[config.mk]
export PLATFORM = sky130hd
export DESIGN_NAME = divider_and_reload_timer_flat
export DESIGN_NICKNAME = d
export VERILOG_FILES = /design/src/hw/rtl/drtim_pkg.sv /design/src/hw/rtl/drtim_in_if.sv /design/src/hw/rtl/drtim_out_if.sv /design/src/hw/rtl/drtim_ctrl.sv /design/src/hw/rtl/drtim_dp.sv /design/src/hw/rtl/divider_and_reload_timer.sv /design/src/flat_wrapper.sv
export SDC_FILE = /design/constraint.sdc
export NUM_CORES = 1
export LEC_CHECK = 0
export BUFFER_PORTS_ARGS = -buffer_cell sky130_fd_sc_hd__buf_4
export CORE_UTILIZATION = 48
export DETAILED_ROUTE_END_ITERATION = 6
export PLACE_DENSITY_LB_ADDON = 0.08
export SLEW_MARGIN = 5
export SYNTH_ARGS = -nofsm -noshare
export SYNTH_HDL_FRONTEND = slang
export SYNTH_SLANG_ARGS = --single-unit
[constraint.sdc]
create_clock -name clk_i -period 3.2 [get_ports clk_i]
set_input_delay 0.16 -clock clk_i [delete_from_list [all_inputs] [get_ports clk_i]]
set_output_delay 0.16 -clock clk_i [all_outputs]
set_load 0.05 [all_outputs]
[src/hw/rtl/drtim_pkg.sv]
// ----------------------------------------------------------------------------
// drtim_pkg
// Shared types and constants of the divider and reload timer.
// ----------------------------------------------------------------------------
package drtim_pkg;

  // Field widths.
  localparam int unsigned CmdW   = 2;
  localparam int unsigned SelW   = 2;
  localparam int unsigned ByteW  = 8;
  localparam int unsigned DivW   = 16;
  localparam int unsigned PreW   = 10;
  localparam int unsigned AccW   = 11;
  localparam int unsigned CntW   = 7;
  localparam int unsigned RoomW  = 9;

  // Item command codes; the fourth code is unused and does nothing.
  localparam logic [CmdW-1:0] CMD_TICK  = 2'd0;
  localparam logic [CmdW-1:0] CMD_READ  = 2'd1;
  localparam logic [CmdW-1:0] CMD_WRITE = 2'd2;

  // Register select codes.
  localparam logic [SelW-1:0] REG_DIV  = 2'd0;
  localparam logic [SelW-1:0] REG_TIMA = 2'd1;
  localparam logic [SelW-1:0] REG_TMA  = 2'd2;
  localparam logic [SelW-1:0] REG_TAC  = 2'd3;

  // Rate select codes.
  localparam logic [1:0] RATE_1024 = 2'd0;
  localparam logic [1:0] RATE_16   = 2'd1;
  localparam logic [1:0] RATE_64   = 2'd2;
  localparam logic [1:0] RATE_256  = 2'd3;

  // Control register bit positions.
  localparam int unsigned TacEnBit = 2;

  // Commands from the controller to the datapath.
  typedef struct packed {
    logic start;  // latch the accepted item and perform its immediate work
    logic step;   // one counter advance step of a tick
    logic push;   // move the finished result into the output register
  } ctrl_cmd_t;

  // Status from the datapath to the controller.
  typedef struct packed {
    logic cnt_zero;  // no timer periods left to consume
  } dp_sts_t;

endpackage

[src/hw/rtl/drtim_in_if.sv]
// ----------------------------------------------------------------------------
// drtim_in_if
// Input item channel of the timer: valid/ready with the item payload.
// ----------------------------------------------------------------------------
interface drtim_in_if;
  import drtim_pkg::*;

  logic             valid;
  logic             ready;
  logic [CmdW-1:0]  cmd;
  logic [SelW-1:0]  reg_select;
  logic [ByteW-1:0] write_data;
  logic [ByteW-1:0] cycles;

  modport source (output valid, output cmd, output reg_select, output write_data,
                  output cycles, input ready);
  modport sink   (input valid, input cmd, input reg_select, input write_data,
                  input cycles, output ready);

endinterface

[src/hw/rtl/drtim_out_if.sv]
// ----------------------------------------------------------------------------
// drtim_out_if
// Result item channel of the timer: valid/ready with the result payload.
// ----------------------------------------------------------------------------
interface drtim_out_if;
  import drtim_pkg::*;

  logic             valid;
  logic             ready;
  logic [ByteW-1:0] read_data;
  logic             overflow;

  modport source (output valid, output read_data, output overflow, input ready);
  modport sink   (input valid, input read_data, input overflow, output ready);

endinterface

[src/hw/rtl/drtim_ctrl.sv]
// ----------------------------------------------------------------------------
// drtim_ctrl
// Controller: accepts items, sequences the counter steps of a tick and
// hands finished results to the output register.
// ----------------------------------------------------------------------------
module drtim_ctrl (
  input  logic                  clk_i,
  input  logic                  rst_ni,
  input  logic                  in_valid_i,
  output logic                  in_ready_o,
  output logic                  out_valid_o,
  input  logic                  out_ready_i,
  input  drtim_pkg::dp_sts_t    sts_i,
  output drtim_pkg::ctrl_cmd_t  cmd_o
);
  import drtim_pkg::*;

  typedef enum logic {
    ST_IDLE,
    ST_RUN
  } state_e;

  state_e state_q, state_d;
  logic   out_valid_q, out_valid_d;
  logic   slot_free;

  // The output register can take a result when empty or being drained.
  assign slot_free = !out_valid_q || out_ready_i;

  // Next state and commands.
  always_comb begin
    state_d     = state_q;
    cmd_o       = '0;
    in_ready_o  = 1'b0;
    unique case (state_q)
      ST_IDLE: begin
        in_ready_o = 1'b1;
        if (in_valid_i) begin
          cmd_o.start = 1'b1;
          state_d     = ST_RUN;
        end
      end
      ST_RUN: begin
        if (!sts_i.cnt_zero) begin
          cmd_o.step = 1'b1;
        end else if (slot_free) begin
          cmd_o.push = 1'b1;
          state_d    = ST_IDLE;
        end
      end
      default: begin
        state_d = ST_IDLE;
      end
    endcase

    if (cmd_o.push) begin
      out_valid_d = 1'b1;
    end else if (out_ready_i) begin
      out_valid_d = 1'b0;
    end else begin
      out_valid_d = out_valid_q;
    end
  end

  // State and output valid register.
  always_ff @(posedge clk_i or negedge rst_ni) begin
    if (!rst_ni) begin
      state_q     <= ST_IDLE;
      out_valid_q <= 1'b0;
    end else begin
      state_q     <= state_d;
      out_valid_q <= out_valid_d;
    end
  end

  assign out_valid_o = out_valid_q;

  // A result is only moved into a free output register.
  a_push_slot_free: assert property (@(posedge clk_i) disable iff (!rst_ni)
    cmd_o.push |-> (!out_valid_q || out_ready_i))
    else $error("result pushed over a waiting result");

  // An accepted item is always followed by the run state.
  a_start_run: assert property (@(posedge clk_i) disable iff (!rst_ni)
    cmd_o.start |=> (state_q == ST_RUN))
    else $error("accepted item did not enter run state");

  // A push always leaves a valid result in the output register.
  a_push_valid: assert property (@(posedge clk_i) disable iff (!rst_ni)
    cmd_o.push |=> out_valid_q)
    else $error("pushed result not presented");

endmodule

[src/hw/rtl/drtim_dp.sv]
// ----------------------------------------------------------------------------
// drtim_dp
// Datapath: timer registers, prescaler split of a tick, counter stepping
// with reload, read mux and the result registers.
// ----------------------------------------------------------------------------
module drtim_dp (
  input  logic                               clk_i,
  input  logic                               rst_ni,
  input  drtim_pkg::ctrl_cmd_t               cmd_i,
  output drtim_pkg::dp_sts_t                 sts_o,
  input  logic [drtim_pkg::CmdW-1:0]         item_cmd_i,
  input  logic [drtim_pkg::SelW-1:0]         item_sel_i,
  input  logic [drtim_pkg::ByteW-1:0]        item_data_i,
  input  logic [drtim_pkg::ByteW-1:0]        item_cycles_i,
  output logic [drtim_pkg::ByteW-1:0]        read_data_o,
  output logic                               overflow_o
);
  import drtim_pkg::*;

  // Architectural state.
  logic [DivW-1:0]  div_q;
  logic [PreW-1:0]  pre_q, pre_d;
  logic [ByteW-1:0] tima_q;
  logic [ByteW-1:0] tma_q;
  logic             en_q;
  logic [1:0]       rate_q;

  // Work state of the current item.
  logic [CntW-1:0]  cnt_q;
  logic [ByteW-1:0] res_rd_q, res_rd_d;
  logic             res_ovf_q;
  logic [ByteW-1:0] out_rd_q;
  logic             out_ovf_q;

  logic [AccW-1:0]  acc;
  logic [CntW-1:0]  per_cnt;
  logic [RoomW-1:0] room;
  logic             fits;
  logic             is_tick, is_read, is_write;

  assign is_tick  = (item_cmd_i == CMD_TICK);
  assign is_read  = (item_cmd_i == CMD_READ);
  assign is_write = (item_cmd_i == CMD_WRITE);

  // Split prescaler plus cycles into whole periods and the remainder.
  assign acc = {1'b0, pre_q} + {{(AccW-ByteW){1'b0}}, item_cycles_i};

  always_comb begin
    unique case (rate_q)
      RATE_16: begin
        per_cnt = acc[10:4];
        pre_d   = {6'b0, acc[3:0]};
      end
      RATE_64: begin
        per_cnt = {2'b0, acc[10:6]};
        pre_d   = {4'b0, acc[5:0]};
      end
      RATE_256: begin
        per_cnt = {4'b0, acc[10:8]};
        pre_d   = {2'b0, acc[7:0]};
      end
      default: begin
        per_cnt = {6'b0, acc[10]};
        pre_d   = acc[9:0];
      end
    endcase
  end

  // Read mux.
  always_comb begin
    res_rd_d = '0;
    if (is_read) begin
      unique case (item_sel_i)
        REG_DIV:  res_rd_d = div_q[DivW-1 -: ByteW];
        REG_TIMA: res_rd_d = tima_q;
        REG_TMA:  res_rd_d = tma_q;
        default:  res_rd_d = {5'b0, en_q, rate_q};
      endcase
    end
  end

  // Distance to the next overflow; one step consumes up to it.
  assign room = 9'd256 - {1'b0, tima_q};
  assign fits = ({2'b0, cnt_q} < room);

  // Timer registers.
  always_ff @(posedge clk_i or negedge rst_ni) begin
    if (!rst_ni) begin
      div_q  <= '0;
      pre_q  <= '0;
      tima_q <= '0;
      tma_q  <= '0;
      en_q   <= 1'b0;
      rate_q <= RATE_1024;
      cnt_q  <= '0;
    end else if (cmd_i.start) begin
      cnt_q <= '0;
      if (is_tick) begin
        div_q <= div_q + {{(DivW-ByteW){1'b0}}, item_cycles_i};
        if (en_q) begin
          pre_q <= pre_d;
          cnt_q <= per_cnt;
        end
      end else if (is_write) begin
        unique case (item_sel_i)
          REG_DIV:  div_q  <= '0;
          REG_TIMA: tima_q <= item_data_i;
          REG_TMA:  tma_q  <= item_data_i;
          default: begin
            en_q   <= item_data_i[TacEnBit];
            rate_q <= item_data_i[1:0];
          end
        endcase
      end
    end else if (cmd_i.step) begin
      if (fits) begin
        tima_q <= tima_q + {1'b0, cnt_q};
        cnt_q  <= '0;
      end else begin
        tima_q <= tma_q;
        cnt_q  <= cnt_q - room[CntW-1:0];
      end
    end
  end

  // Result being built and the output register.
  always_ff @(posedge clk_i) begin
    if (cmd_i.start) begin
      res_rd_q  <= res_rd_d;
      res_ovf_q <= 1'b0;
    end else if (cmd_i.step && !fits) begin
      res_ovf_q <= 1'b1;
    end
    if (cmd_i.push) begin
      out_rd_q  <= res_rd_q;
      out_ovf_q <= res_ovf_q;
    end
  end

  assign sts_o.cnt_zero = (cnt_q == '0);
  assign read_data_o    = out_rd_q;
  assign overflow_o     = out_ovf_q;

  // Steps are only issued while periods remain.
  a_step_needs_cnt: assert property (@(posedge clk_i) disable iff (!rst_ni)
    cmd_i.step |-> (cnt_q != '0))
    else $error("counter step with no periods left");

  // Items other than ticks leave no periods to consume.
  a_nontick_no_cnt: assert property (@(posedge clk_i) disable iff (!rst_ni)
    (cmd_i.start && !is_tick) |=> (cnt_q == '0))
    else $error("non-tick item left periods pending");

  // A step that overflows reloads the counter from the modulo register.
  a_reload: assert property (@(posedge clk_i) disable iff (!rst_ni)
    (cmd_i.step && !fits) |=> (tima_q == $past(tma_q)))
    else $error("overflow did not reload the counter");

endmodule

[src/hw/rtl/divider_and_reload_timer.sv]
// ----------------------------------------------------------------------------
// divider_and_reload_timer
// Divider, prescaler and reloading 8-bit counter driven by tick, read and
// write items; one result item per input item.
// ----------------------------------------------------------------------------
// Sequence: an item is accepted in the idle state; in the run state a tick
// that increments the counter takes counter steps, where a step ends at an
// overflow or applies the remaining increments (at most 79 steps), and then
// the result is pushed into the output register once that register is free.
// No new item is taken until the last result is pushed; output stalls hold it.
// Reset clears the timer state and control at once; no clearing pass.
// ----------------------------------------------------------------------------
module divider_and_reload_timer (
  input  logic        clk_i,
  input  logic        rst_ni,
  drtim_in_if.sink    in_i,
  drtim_out_if.source out_o
);
  import drtim_pkg::*;

  ctrl_cmd_t ctrl_cmd;
  dp_sts_t   dp_sts;

  // Control sequencing.
  drtim_ctrl u_ctrl (
    .clk_i       (clk_i),
    .rst_ni      (rst_ni),
    .in_valid_i  (in_i.valid),
    .in_ready_o  (in_i.ready),
    .out_valid_o (out_o.valid),
    .out_ready_i (out_o.ready),
    .sts_i       (dp_sts),
    .cmd_o       (ctrl_cmd)
  );

  // Timer state and arithmetic.
  drtim_dp u_dp (
    .clk_i         (clk_i),
    .rst_ni        (rst_ni),
    .cmd_i         (ctrl_cmd),
    .sts_o         (dp_sts),
    .item_cmd_i    (in_i.cmd),
    .item_sel_i    (in_i.reg_select),
    .item_data_i   (in_i.write_data),
    .item_cycles_i (in_i.cycles),
    .read_data_o   (out_o.read_data),
    .overflow_o    (out_o.overflow)
  );

endmodule
[src/flat_wrapper.sv]
// flat-port wrapper written by rule: the top's interface ports become plain ports
module divider_and_reload_timer_flat import drtim_pkg::*;
  (clk_i, rst_ni, in_i_valid, in_i_cmd, in_i_reg_select, in_i_write_data, in_i_cycles, in_i_ready, out_o_valid, out_o_read_data, out_o_overflow, out_o_ready);
  drtim_in_if in_i_i ();
  drtim_out_if out_o_i ();
  input  logic clk_i;
  input  logic rst_ni;
  input wire logic [$bits(in_i_i.valid)-1:0] in_i_valid;
  input wire logic [$bits(in_i_i.cmd)-1:0] in_i_cmd;
  input wire logic [$bits(in_i_i.reg_select)-1:0] in_i_reg_select;
  input wire logic [$bits(in_i_i.write_data)-1:0] in_i_write_data;
  input wire logic [$bits(in_i_i.cycles)-1:0] in_i_cycles;
  output wire logic [$bits(in_i_i.ready)-1:0] in_i_ready;
  output wire logic [$bits(out_o_i.valid)-1:0] out_o_valid;
  output wire logic [$bits(out_o_i.read_data)-1:0] out_o_read_data;
  output wire logic [$bits(out_o_i.overflow)-1:0] out_o_overflow;
  input wire logic [$bits(out_o_i.ready)-1:0] out_o_ready;
  assign in_i_i.valid = in_i_valid;
  assign in_i_i.cmd = in_i_cmd;
  assign in_i_i.reg_select = in_i_reg_select;
  assign in_i_i.write_data = in_i_write_data;
  assign in_i_i.cycles = in_i_cycles;
  assign in_i_ready = in_i_i.ready;
  assign out_o_valid = out_o_i.valid;
  assign out_o_read_data = out_o_i.read_data;
  assign out_o_overflow = out_o_i.overflow;
  assign out_o_i.ready = out_o_ready;
  divider_and_reload_timer u_core (.clk_i(clk_i), .rst_ni(rst_ni), .in_i(in_i_i), .out_o(out_o_i));
endmodule
## Yosys cells after proc, flatten, opt, wreduce, memory -nomap -nowiden

Cells that the tools add are included.

| operators by class | value |
|---|---|
| muxes and demuxes | 29 |
| equal/unequal tests | 10 |
| magnitude comparators | 1 |
| bitwise gates (word level) | 3 |
| reduce and logical (&&, ||, !) cells | 17 |
| $add $sub $neg | 5 |

Operator list:

| operator | count |
|---|---|
| 16-bit 2-to-1 mux | 3 |
| 8-bit 2-to-1 mux | 6 |
| 7-bit 2-to-1 mux | 5 |
| 10-bit case mux with 3 select lines | 1 |
| 8-bit case mux with 3 select lines | 1 |
| 7-bit case mux with 3 select lines | 1 |
| 16-bit by 8-bit adder with 16-bit output | 1 |
| 4-bit AND reduction | 3 |
| 10-bit by 8-bit adder with 11-bit output | 1 |
| 1-bit 2-to-1 mux | 10 |
| 7-bit by 9-bit < comparator with 1-bit output | 1 |
| 9-bit by 8-bit subtractor with 9-bit output (first input constant) | 1 |
| 8-bit by 7-bit adder with 8-bit output | 1 |
| 2-bit == test (second input constant) | 4 |
| 2-bit nonzero test | 4 |
| 7-bit zero test | 1 |
| 7-bit subtractor | 1 |
| 2-bit by 1-bit == test with 1-bit output (second input constant) | 3 |
| 2-bit inequality test (second input constant) | 3 |
| 3-bit AND reduction | 2 |
| 2-bit zero test | 2 |
| 1-bit inverter | 3 |
| 3-bit OR reduction | 1 |
| 1-bit zero test | 2 |
| 4 further kinds | 4 |

| storage, ports and cells | value |
|---|---|
| word-level logic and storage cells | 78 |
| bits of input ports | 24 |
| output and inout bits | 11 |
| bits in registers | 72 |

## Depth between registers and ports, before layout

| depth | value |
|---|---|
| depth after elaboration | 7 |
| depth in mapped cells | 14 |
| depth with buffers taken out | 12 |

## Modules after synthesis

A second synthesis with hierarchy kept.

| second synthesis, totals | value |
|---|---|
| cells, all modules | 499 |
| area, all modules | 4,682.0 um^2 |

Modules (own cells, without submodules):

| module | area an instance (um^2) | instances | sequential area each (um^2) | cells an instance |
|---|---|---|---|---|
| drtim_dp | 4,570.6 | 1 | 1,831.8 | 487 |
| drtim_ctrl | 111.4 | 1 | 50.0 | 12 |

## Worst setup path before layout

OpenSTA, ideal clock, no wires.

| path | value |
|---|---|
| path type | flip-flop to flip-flop |
| start point | register u_core.u_dp.tima_q[0] |
| end point | register u_core.u_dp.cnt_q[3] |
| setup slack | 0.526 ns |
| arrival | 2.607 ns |
| stages on the path, launching flop included | 11 |
| period minus slack after synthesis | 2.674 ns |
| path through | dfrtp_1 > or4_4 > nor2_1 > xnor2_1 > ha_1 > a21o_1 > nor4_1 > or3_1 > buf_6 > or4_1 > nand2_1 |

| on the way | value |
|---|---|
| word-level cells in the longest chain between the ends | 5 |

RTL lines:

| what | RTL line | RTL |
|---|---|---|
| from (decl) | drtim_dp.sv:23 | `logic [ByteW-1:0] tima_q;` |
| from (signal assigned) | drtim_dp.sv:107 | `REG_TIMA: tima_q <= item_data_i;` |
| from (signal assigned) | drtim_dp.sv:117 | `tima_q <= tima_q + {1'b0, cnt_q};` |
| from (signal assigned) | drtim_dp.sv:120 | `tima_q <= tma_q;` |
| 9-bit by 8-bit subtractor with 9-bit output * | drtim_dp.sv:83 | `assign room = 9'd256 - {1'b0, tima_q};` |
| 7-bit by 9-bit < comparator with 1-bit output or 7-bit subtractor (tied branches) | drtim_dp.sv:84, drtim_dp.sv:121 |  |
| 7-bit 2-to-1 mux * | drtim_dp.sv:116 | `if (fits) begin` |
| 7-bit 2-to-1 mux * | drtim_dp.sv:115 | `end else if (cmd_i.step) begin` |
| 7-bit 2-to-1 mux * | drtim_dp.sv:96 | `end else if (cmd_i.start) begin` |
| to (signal assigned) | drtim_dp.sv:102 | `cnt_q <= per_cnt;` |
| to (signal assigned) | drtim_dp.sv:121 | `cnt_q <= cnt_q - room[CntW-1:0];` |
| to (decl) | drtim_dp.sv:29 | `logic [CntW-1:0] cnt_q;` |

Every way passes the cells marked *; elsewhere a longest branch is shown, timed or not. The select of a mux whose other input is x is not followed.
A chain may end at the register's enable or synchronous reset.

## Worst setup path after layout

| path | value |
|---|---|
| start point | register u_core.u_dp.tima_q[1] |
| end point | register u_core.u_dp.cnt_q[3] |

The elaborated chain is that of the path after synthesis.

==> flow_results.org <==
** Timing
- The final critical path takes up 91.0% of the cycle.
- Setup repair after global routing missed its margin :: false
- The number of max-slew violations in the final report is 0.
- Measured against its own limit, the worst slew margin works out to 47.8%.
- Static timing analysis puts the maximum clock frequency at 0.343 GHz.
- Final worst slack :: 287 ps
- Measured slew at the worst slew-check pin :: 772 ps
- Setup Viol. Count Final :: 0
- Counting I/O delays and the setup requirement, the final critical path takes around 2900 ps.
- The final number of hold-violating endpoints is 0.
- After routing, the total negative slack on setup checks comes to 0 ps.
- Maximum clock skew at final layout :: between 7 and 8 ps

** Worst setup path
- For the worst setup path, the data required time is 3490 ps.
- For the worst flop-to-flop path, the logic depth is 12.
- Internal reg-to-reg setup slack :: approximately 290 ps
- Arr. time, crit path :: 3210 ps
- Maximum fanout encountered on the critical timing path :: 10
- Crit. End Element :: flop
- Startpoint of the lowest-slack register-to-register path :: u_core.u_dp.tima_q[1]
- Type of origin of the critical path :: flop
- The worst setup path is of the flop to flop kind.
- Worst reg2reg path endpoint :: u_core.u_dp.cnt_q[3]

** Floorplanning
- Horizontal die dimension :: 99.9 um
- Area inside the core boundary :: slightly above 9000 um2
- The floorplan step set the die height to 99.9 um.
- The floorplan step defined a die boundary enclosing 9970 um2.
- Initial cell density of the core :: 49.7%
- # rows :: 35
- During I/O placement, the number of pins put on the boundary was 35.

** Synthesis
- Dividing the synthesized area by the synthesized cell count gives between 9 and 10 um2.
- The commonest cells after synthesis are 57 x sky130_fd_sc_hd__nor2_1, 54 x sky130_fd_sc_hd__dfrtp_1, 34 x sky130_fd_sc_hd__nand2_1.
- The Yosys step of the flow raised 0 warnings.
- Counting distinct cell types in the post-synthesis netlist gives 57.
- In this run, synthesis inferred 17 flip-flops with an integrated enable.
- Library cell occupying the most area in the post-synthesis netlist :: sky130_fd_sc_hd__dfrtp_1
- Flops & latches, synth :: just over 70
- By instance count, the leading cell after synthesis is sky130_fd_sc_hd__nor2_1.
- After synthesis, the largest area contributor takes up 29.4% of total cell area.
- Syn Nets :: 531
- Post-synthesis cell count :: 472
- Total standard cell area after synthesis :: 4600 um2
- Most used flip-flop cell after synthesis :: sky130_fd_sc_hd__dfrtp_1
- By area the synthesized netlist is led by sky130_fd_sc_hd__dfrtp_1 29%, sky130_fd_sc_hd__edfxtp_1 11%, sky130_fd_sc_hd__ha_1 8.4%.
- For this run, asynchronously set or reset flops after synthesis account for between 70% and 80%.
- Post-synthesis sequential area ratio :: 40.9%

** Clock network
- Post-CTS repair changed the size of 0 cells.
- At the later pin of the worst-skew pair, clock insertion delay measures 350 ps.
- Counting the buffers created by CTS gives 9.
- The tree is rooted in a sky130_fd_sc_hd__clkbuf_8.
- Count of buffers added by post-CTS timing repair for setup :: 0
- Number of clock sinks seen by CTS :: 72
- Clock slew at reported path FFs :: 90 ps
- TritonCTS built the clock tree.
- Max Root-Sink Buffers :: 2
- In this run the number of H-tree levels came out at 3.
- Hold repair after CTS inserted 2 buffers.

** Power and ir drop
- Internal power comes to 2.99 mW.
- Combinational share of power :: 53.8%
- Per report_power, the clock group accounts for 15.7% of the total.
- Power spread over the standard cell area amounts to 1010 nW/um2.
- The design draws 5.35 mW.
- Net switching is 44.0% of the power.
- The analysis attributes to cell leakage a power of 2.42 nW.
- Part of the power in registers :: 30.5%
- VDD sags by at most 0.327 mV.
- Summed over all nets, the switching power comes to 2.36 mW.

** Flow run
- Max-cap check violation count :: 0

** Outcome
- Status :: finished clean

** GRT
- Entering global routing, the biggest net connects 55 pins.
- Global-route wire length before repair :: 17800 um
- The via count of the first global-routing pass came to between 3000 and 4000.
- The number of antenna violations at the first check in global routing came to 0.
- Global routing finished with a remaining overflow of 0.
- In the global route stage, overall resource usage came out at a little under a quarter.

** Worst hold path
- Worst hold path startpoint :: in_i_cmd[1]
- The worst hold path was traced through 2 stages.
- The tightest min-delay check is of the primary input to flop type.
- For hold timing, the worst endpoint is u_core.u_dp.div_q[2].

** Place
- Half-perimeter wire length after placement :: 8120 um
- Counting tap cells, the placed design contains a total of 634 instances.
- Gp weighted congestion :: 0.902
- Post-place setup slack :: 306 ps
- In this run the tool buffered the top-level ports with 34 buffer cells.

** Drt
- Dividing the detail-routed via count by the number of cells gives 5.60.
- The first TritonRoute pass finished after 4 iterations.
- Summing over every cut layer, the via total after detailed routing is 3652.
- Post-detailed-route count of antenna-violating nets :: 0
- After detailed routing, the number of remaining DRC violations is 0.
- The final layout contains routed wiring with a total length of approximately 11000 um.
- Average routed wire per standard cell :: roughly 16 um
- 1st-iter DRT viols :: 194

** Final layout
- Area Overhead vs Synth :: 15.1%
- Antenna cell count :: 0
- Layout Cells excl Fill :: ~650
- The post-route netlist has ~15% of its cells at a drive strength greater than 1.
- Net count of the finished layout :: about 580
[power groups by stage]
stage	clock network, mW	logic (mW)	registers, mW
floorplan	0	2.01	1.71
global placement	0	2.80	1.63
detailed placement	0	2.86	1.64
CTS	0.856	2.88	1.62
global route	0.896	3.24	1.67
finish	0.840	2.88	1.63
[cell type report]
| type | count | area, um2 |
|---|---|---|
| Fill cell | 817 | 3950 |
| Inverter | 17 | 63.8 |
| Timing Repair Buffer | 47 | 358 |
| Multi-Input combinational cell | 371 | 2600 |
| Clock inverter | 7 | 103 |
| Clock buffer | 9 | 124 |
| Sequential cell | 72 | 1880 |
| Tap cell | 129 | 161 |
[worst max-delay path: stages (launching register included)]
cell and delay (ps):
sky130_fd_sc_hd__dfrtp_1 430, sky130_fd_sc_hd__inv_1 140, sky130_fd_sc_hd__ha_1 220, sky130_fd_sc_hd__nand2_1 100, sky130_fd_sc_hd__nor3_1 180, sky130_fd_sc_hd__xor2_1 110, sky130_fd_sc_hd__ha_1 340, sky130_fd_sc_hd__a21o_1 140
sky130_fd_sc_hd__nor4_1 40, sky130_fd_sc_hd__or3_1 390, sky130_fd_sc_hd__buf_4 180, sky130_fd_sc_hd__or4_1 500, sky130_fd_sc_hd__nand2_1 70
[through the flow]
step	area, um2	hold WS, ps	util [%]
after global placement	5040	263	54.6
final	5290	40.1	57.2
after CTS	5290	16.4	57.2
after floorplan	4600	-136	-
after global routing	5290	22.4	57.2
after detailed placement	5040	273	54.6
[worst max path at each step]
stage	start	end	slack (ps)
4_1_cts	u_core.u_dp.tima_q[1]	u_core.u_dp.cnt_q[3]	280
2_1_floorplan	u_core.u_dp.tima_q[0]	u_core.u_dp.cnt_q[3]	530
3_3_place_gp	u_core.u_dp.tima_q[1]	u_core.u_dp.cnt_q[3]	370
3_5_place_dp	u_core.u_dp.tima_q[1]	u_core.u_dp.cnt_q[3]	310
6_report	u_core.u_dp.tima_q[1]	u_core.u_dp.cnt_q[3]	290
5_1_grt	u_core.u_dp.tima_q[1]	u_core.u_dp.tima_q[7]	80
[cell usage in the layout, fill, tap and decap left out, types with 10 or more instances in the layout]
cell type,Yosys,routed
sky130_fd_sc_hd__xnor2_1,14,14
sky130_fd_sc_hd__mux2i_1,12,12
sky130_fd_sc_hd__nor2b_1,14,14
sky130_fd_sc_hd__dfrtp_1,54,54
sky130_fd_sc_hd__edfxtp_1,17,17
sky130_fd_sc_hd__nand2_1,34,34
sky130_fd_sc_hd__nor2_1,57,57
sky130_fd_sc_hd__inv_1,17,17
sky130_fd_sc_hd__mux2_2,11,11
sky130_fd_sc_hd__a21oi_1,33,33
sky130_fd_sc_hd__a21o_1,10,10
sky130_fd_sc_hd__o21ai_0,27,27
sky130_fd_sc_hd__xor2_1,15,15
sky130_fd_sc_hd__ha_1,31,31
sky130_fd_sc_hd__nor3_1,15,15
sky130_fd_sc_hd__buf_4,0,45
[kinds of logic (layout without fill, tap and decap cells)]
kind of cell	after synthesis	after routing	share of synthesized area [%]
buffers and inverters	29	80	2.56
adders and majority gates	35	35	10.2
xor gates and xnor gates	29	29	5.53
AOI/OAI and AO/OA	123	123	17.5
DFF	72	72	40.9
muxes	26	26	6.78
and+or+nand+nor	158	158	16.5
[sequential cells by signal, summed over array words and instances, names as in the netlist]
register,flops
u_core.u_dp.tma_q,8
u_core.u_dp.en_q,1
u_core.u_dp.rate_q,2
u_core.u_dp.div_q,16
u_core.u_dp.overflow_o,1
u_core.u_dp.read_data_o,8
u_core.u_dp.res_ovf_q,1
u_core.u_dp.tima_q,8
u_core.u_dp.pre_q,10
u_core.u_ctrl.state_q,1
u_core.u_dp.res_rd_q,8
u_core.u_ctrl.out_valid_o,1
u_core.u_dp.cnt_q,7
[metal layers]
metal,vias to the layer above,wire [um],global-route usage (%)
li1,1816,-,-
met1,1707,4930,30.7
met2,97,4880,36.4
met3,32,472,3.83
met4,0,461,12.9
met5,-,0,0
Note: power is estimated with default switching activity, not from simulation.
